`config.mk`:
```
export PLATFORM = sky130hd
export DESIGN_NAME = wnws_recip
export DESIGN_NICKNAME = d
export VERILOG_FILES = /design/src/weighted_neighbor_walk_step_macros.svh /design/src/wnws_recip.sv
export SDC_FILE = /design/constraint.sdc
export NUM_CORES = 1
export LEC_CHECK = 0
export BUFFER_PORTS_ARGS = -buffer_cell sky130_fd_sc_hd__buf_2
export CAP_MARGIN = 20
export CORE_MARGIN = 3
export CORE_UTILIZATION = 50
export CTS_BUF_LIST = sky130_fd_sc_hd__clkbuf_8
export CTS_CLUSTER_DIAMETER = 150
export DETAILED_ROUTE_END_ITERATION = 8
export PLACE_DENSITY_LB_ADDON = 0.1
export SLEW_MARGIN = 20
export SYNTH_ARGS = -nofsm -noshare
export SYNTH_HDL_FRONTEND = slang
export SYNTH_SLANG_ARGS = --single-unit
```
`constraint.sdc`:
```
create_clock -name clock -period 3.95 [get_ports clock]
set_input_delay 0.79 -clock clock [delete_from_list [all_inputs] [get_ports clock]]
set_output_delay 0.79 -clock clock [all_outputs]
set_load 0.005 [all_outputs]
```
`src/weighted_neighbor_walk_step_macros.svh`:
```
// Assertion macros for the weighted neighbor walk step block.
`ifndef WEIGHTED_NEIGHBOR_WALK_STEP_MACROS_SVH
`define WEIGHTED_NEIGHBOR_WALK_STEP_MACROS_SVH
// Implication checked on every clock edge outside reset.
`define WNW_ASSERT_IMP(label, clk, rst, pre, post) \
   label: assert property (@(posedge clk) disable iff (rst) (pre) |-> (post)) \
      else $error("assertion failed");
// Implication whose consequent is checked in the next cycle.
`define WNW_ASSERT_NEXT(label, clk, rst, pre, post) \
   label: assert property (@(posedge clk) disable iff (rst) (pre) |=> (post)) \
      else $error("assertion failed");
`endif

```
`src/wnws_recip.sv`:
```
// Restoring divider computing floor(2^32 / w), or 2^32 for w = 0, one quotient bit per cycle.
module wnws_recip (
   input  logic        clock,
   input  logic        reset,
   input  logic        start,
   input  logic [23:0] divisor,
   output logic        done,
   output logic [32:0] quotient
);
   logic [5:0]  count_ff, count_in;
   logic        busy_ff, busy_in;
   logic        done_ff, done_in;
   logic [24:0] rem_ff, rem_in;
   logic [32:0] quo_ff, quo_in;
   logic [23:0] div_ff, div_in;
   logic [25:0] trial;
   logic        dividend_bit;

   // dividend is 2^32: a one at bit 32 only
   always_comb begin
      dividend_bit = (count_ff == 6'd32);
      trial = {rem_ff, dividend_bit} - {2'b00, div_ff};
      busy_in  = busy_ff;
      done_in  = 1'b0;
      count_in = count_ff;
      rem_in   = rem_ff;
      quo_in   = quo_ff;
      div_in   = div_ff;
      if (start) begin
         busy_in  = 1'b1;
         count_in = 6'd32;
         rem_in   = '0;
         quo_in   = '0;
         div_in   = divisor;
      end else if (busy_ff) begin
         if (div_ff == '0) begin
            quo_in  = 33'h1_0000_0000;
            busy_in = 1'b0;
            done_in = 1'b1;
         end else begin
            if (!trial[25]) begin
               rem_in = trial[24:0];
               quo_in = {quo_ff[31:0], 1'b1};
            end else begin
               rem_in = {rem_ff[23:0], dividend_bit};
               quo_in = {quo_ff[31:0], 1'b0};
            end
            if (count_ff == 6'd0) begin
               busy_in = 1'b0;
               done_in = 1'b1;
            end else begin
               count_in = count_ff - 6'd1;
            end
         end
      end
   end

   always_ff @(posedge clock) begin
      if (reset) begin
         busy_ff  <= 1'b0;
         done_ff  <= 1'b0;
         count_ff <= '0;
      end else begin
         busy_ff  <= busy_in;
         done_ff  <= done_in;
         count_ff <= count_in;
      end
      rem_ff <= rem_in;
      quo_ff <= quo_in;
      div_ff <= div_in;
   end

   assign done     = done_ff;
   assign quotient = quo_ff;
endmodule

```
# Word-level counts from Yosys, hierarchy flattened
# Cells that the tools add are included.
# op_classes
mux	13
reduce_logical	8
add_sub_neg	2
eq_ne	3
bitwise	3
# op_table
operator	count
$mux W33	1
$sub A26 B24 Y26	1
$mux W25	1
$logic_not A24 Y1	1
$mux W6	4
$mux W1	7
$eq A6 B6 Y1 const B	1
$logic_not A6 Y1	1
$reduce_and A3 Y1	2
$sub A6 B1 Y6 const B	1
$ne A2 B2 Y1 const B	2
$not A1 Y1	3
$reduce_or A3 Y1	1
$reduce_and A2 Y1	1
$reduce_bool A2 Y1	1
$reduce_or A2 Y1	1
# word_totals
inputBits	27
out_inout_bits	34
register_bits	90
wordCells	36

# Longest topological paths before layout
# depth
word_depth	5
ltp_mapped	13
ltp_nobuf	13

# Worst setup path after synthesis
# OpenSTA, ideal clock, no wires.
# synth_timing
path_type	register to register
startpoint	register count_ff[2]
endpoint	register rem_ff[22]
synth_period_minus_slack_ns	2.871
required_ns	3.876
arrival_ns	2.797
path_stages_with_launch	13
slack_ns	1.079
setup_ns	0.074
path_cell_list	dfxtp_1 nor3_1 nand3_1 ha_1 fa_1 nand2b_1 a21oi_1 o211ai_1 a31o_2 a21oi_1 mux2i_1 or4_1 a31oi_1
# synth_via
elab_chain_cells	3
# synth_rtl
element	line_no	rtl
start, declared	wnws_recip.sv:10	logic [5:0] count_ff, count_in;
start signal, assigned	wnws_recip.sv:66	count_ff <= count_in;
$eq A6 B6 Y1	wnws_recip.sv:21	dividend_bit = (count_ff == 6'd32);
$sub A26 B24 Y26	wnws_recip.sv:22	trial = {rem_ff, dividend_bit} - {2'b00, div_ff};
$mux W25	wnws_recip.sv:41	if (!trial[25]) begin
end signal, assigned	wnws_recip.sv:68	rem_ff <= rem_in;
end, declared	wnws_recip.sv:13	logic [24:0] rem_ff, rem_in;
# No other way between the ends.
# A chain may end at the register's enable or synchronous reset.

# Worst setup path after layout
# Ends and elaborated chain as after synthesis.

==> results_dict.tcl <==
set metrics [dict create \
    status "finished, final reports clean" \
    finalClockSkew_ns 0.00855 \
    crit_chain "nor3_1, nand3_1, ha_1, fa_1, nand2b_1, a21oi_1, o211ai_1, a31o_2, a21oi_1, mux2i_1, or4_1, a31oi_1" \
    hp-class "reg2reg" \
    avgRoutedWirePerCell_um 15.1 \
    numCtsBuffers 9 \
    initial_core_util 0.524 \
    die_w_um 105 \
    startpoint_type "flip-flop" \
    grt_max_degree 62 \
    drive_above_1_share 0.147 \
    crit_fanout 5 \
    synth_edf_count 24 \
    grt_pass1_wl_mm 19.3 \
    grt_overflow 0 \
    core_um2 9420 \
    synth_area_leaders "dfxtp_1, edfxtp_1, a21oi_1" \
    die_h_um 105 \
    fmaxAchievable_mhz 298 \
    yosys.area.top_type_share 0.268 \
    wirelength_mm 11.6 \
    track_usage 0.210 \
    synthToLayoutAreaGrowth_pct 12.0 \
    vias_per_cell 5.72 \
    ant_nets 0 \
    syn_avg_cell_area_um2 8.34 \
    root_buffer "clkbuf_8" \
    finalWorstSetupSlack_ns 0.592 \
    final_nets 689 \
    n_antenna_cell 0 \
    synth_top_area_cell "dfxtp_1" \
    power_mw 2.33 \
    arrival_ns 3.65 \
    drc 0 \
    slew_viol_final 0 \
    postSynthCellCount 591 \
    pre_cts_slack_ns 0.623 \
    end_kind "flip-flop" \
    postCtsSetupBuffers 0 \
    slowest_stage "or4_1" \
    crit_required_ns 4.24 \
    setup_tns_ns 0 \
    cts_hold_buffers 0 \
    vias 4399 \
    drt_iter0_drc 222 \
    ys_seq_elements 90 \
    power.density_nw_per_um2 422 \
    post-route-period-util 0.850 \
    synth_nets 645 \
    crit_buf_inv 0 \
    row_count 35 \
    cpMostUsedCell "a21oi_1" \
    yosysMostFrequentCell "nand2_1" \
    clock_path_buffers 2 \
    yosys-top-cells-count "nand2_1, a21oi_1, dfxtp_1" \
    synthArstFlopShare 0 \
    ys_types 59 \
    io_pins 61 \
    tritoncts "yes" \
    cts.clk_slew.worst_paths_ns 0.10 \
    setup_viol 0 \
    ir_worst_vdd_mv 0.270 \
    clock-sinks 90 \
    cap_viol_max_count 0 \
    synth_flop_cell "dfxtp_1" \
    grt_setup_unrepaired "false" \
    cellLeakagePower_nw 2.28 \
    maxSlewHeadroom 0.300 \
    clock_latency_ns 0.37 \
    netlist_area_um2 4930 \
    crit_type "reg2reg" \
    cpLargestDelayFamily "simple AND/OR/NAND/NOR gates" \
    ys.warnings.count 0 \
    io_buffers 60 \
    cts.repair.resized 0 \
    htree_levels 3 \
    drtPass1Iterations 5 \
    grt_pass1_vias 4074 \
    finalHoldViolCount 0 \
    gp_congestion 0.882 \
    period_needed_ns 3.36 \
    final_util 0.587 \
    fp.dieArea_um2 11100 \
    antenna_found_initial 0 \
    critPathMaxStageDelay_ns 0.40 \
    tightest_slew_ns 1.04 \
    hpwl_mm 8.12 \
    ys_seq_area_frac 0.414 \
]
cell families (layout without fill, tap and decap cells):
logic type,after synthesis,in the layout,share of synthesized area
compound gates,176,176,0.215
xor+xnor,22,22,0.0421
fa+ha+maj,27,27,0.0700
buf+inv,72,121,0.0571
flops,90,90,0.414
mux,3,3,0.00634
simple gates,201,201,0.196
path summary, 6_finish.rpt:
| path | startpoint | end | slack [ns] | cells past startpoint |
|---|---|---|---|---|
| worst max-delay path | count_ff[2] | rem_ff[22] | 0.59 | 12 |
| worst min-delay path | quotient[7] | quotient[7] | 0.48 | 2 |
| worst max register to register | count_ff[2] | rem_ff[22] | 0.59 | 12 |
| worst min register to register | quotient[7] | quotient[7] | 0.48 | 2 |
report_power, final:
group	internal [mW]	switching (mW)	total, mW
Combinational	0.230	0.366	0.596
Sequential	1.00	0.0434	1.04
Clock	0.311	0.376	0.688
Total	1.54	0.786	2.33
stage by stage:
stage	hold slack (ns)	instance area [µm²]	std cells
floorplan	0.453	4930	591
global placement	0.462	5300	753
detailed placement	0.469	5300	753
CTS	0.486	5520	769
global route	0.505	5520	769
finish	0.482	5520	769
sequential cells by signal (all words and copies together) (netlist names):
register,count
count_ff,6
busy_ff,1
done,1
quotient,33
div_ff,24
rem_ff,25
worst register-to-register path: cells and delay by family, from the launching register on:
family          cells  cell delay, ns
mux                 1            0.09
simple gates        4            1.12
compound gates      5            1.09
fa+ha+maj           2            0.63
flops               1            0.36
routing by layer:
layer,share of wire,global-route usage,vias up
li1,-,-,2200
met1,0.49,0.298,2071
met2,0.45,0.333,118
met3,0.052,0.0398,10
met4,0.0098,0.0478,0
met5,0,0,-
area by class of cell:
type                       count  area, µm²
tap                          129        161
inverter                      39        146
clock buffer                   9        124
fill                         876       3890
timing repair buffer          66        345
multi-input combinational    429       2610
sequential                    90       2040
clock inverter                 7       95.1
cell usage in the layout, fill, tap and decap left out, types with 8 or more instances in the layout:
cell / count
nand2_1: 83
a21oi_1: 72
dfxtp_1: 66
buf_2: 60
nand3_1: 43
inv_1: 39
o21ai_0: 38
nor2_1: 26
ha_1: 26
edfxtp_1: 24
a31oi_1: 15
xnor2_1: 12
clkbuf_8: 9
xor2_1: 8
Power figures use the tool's default switching activity.
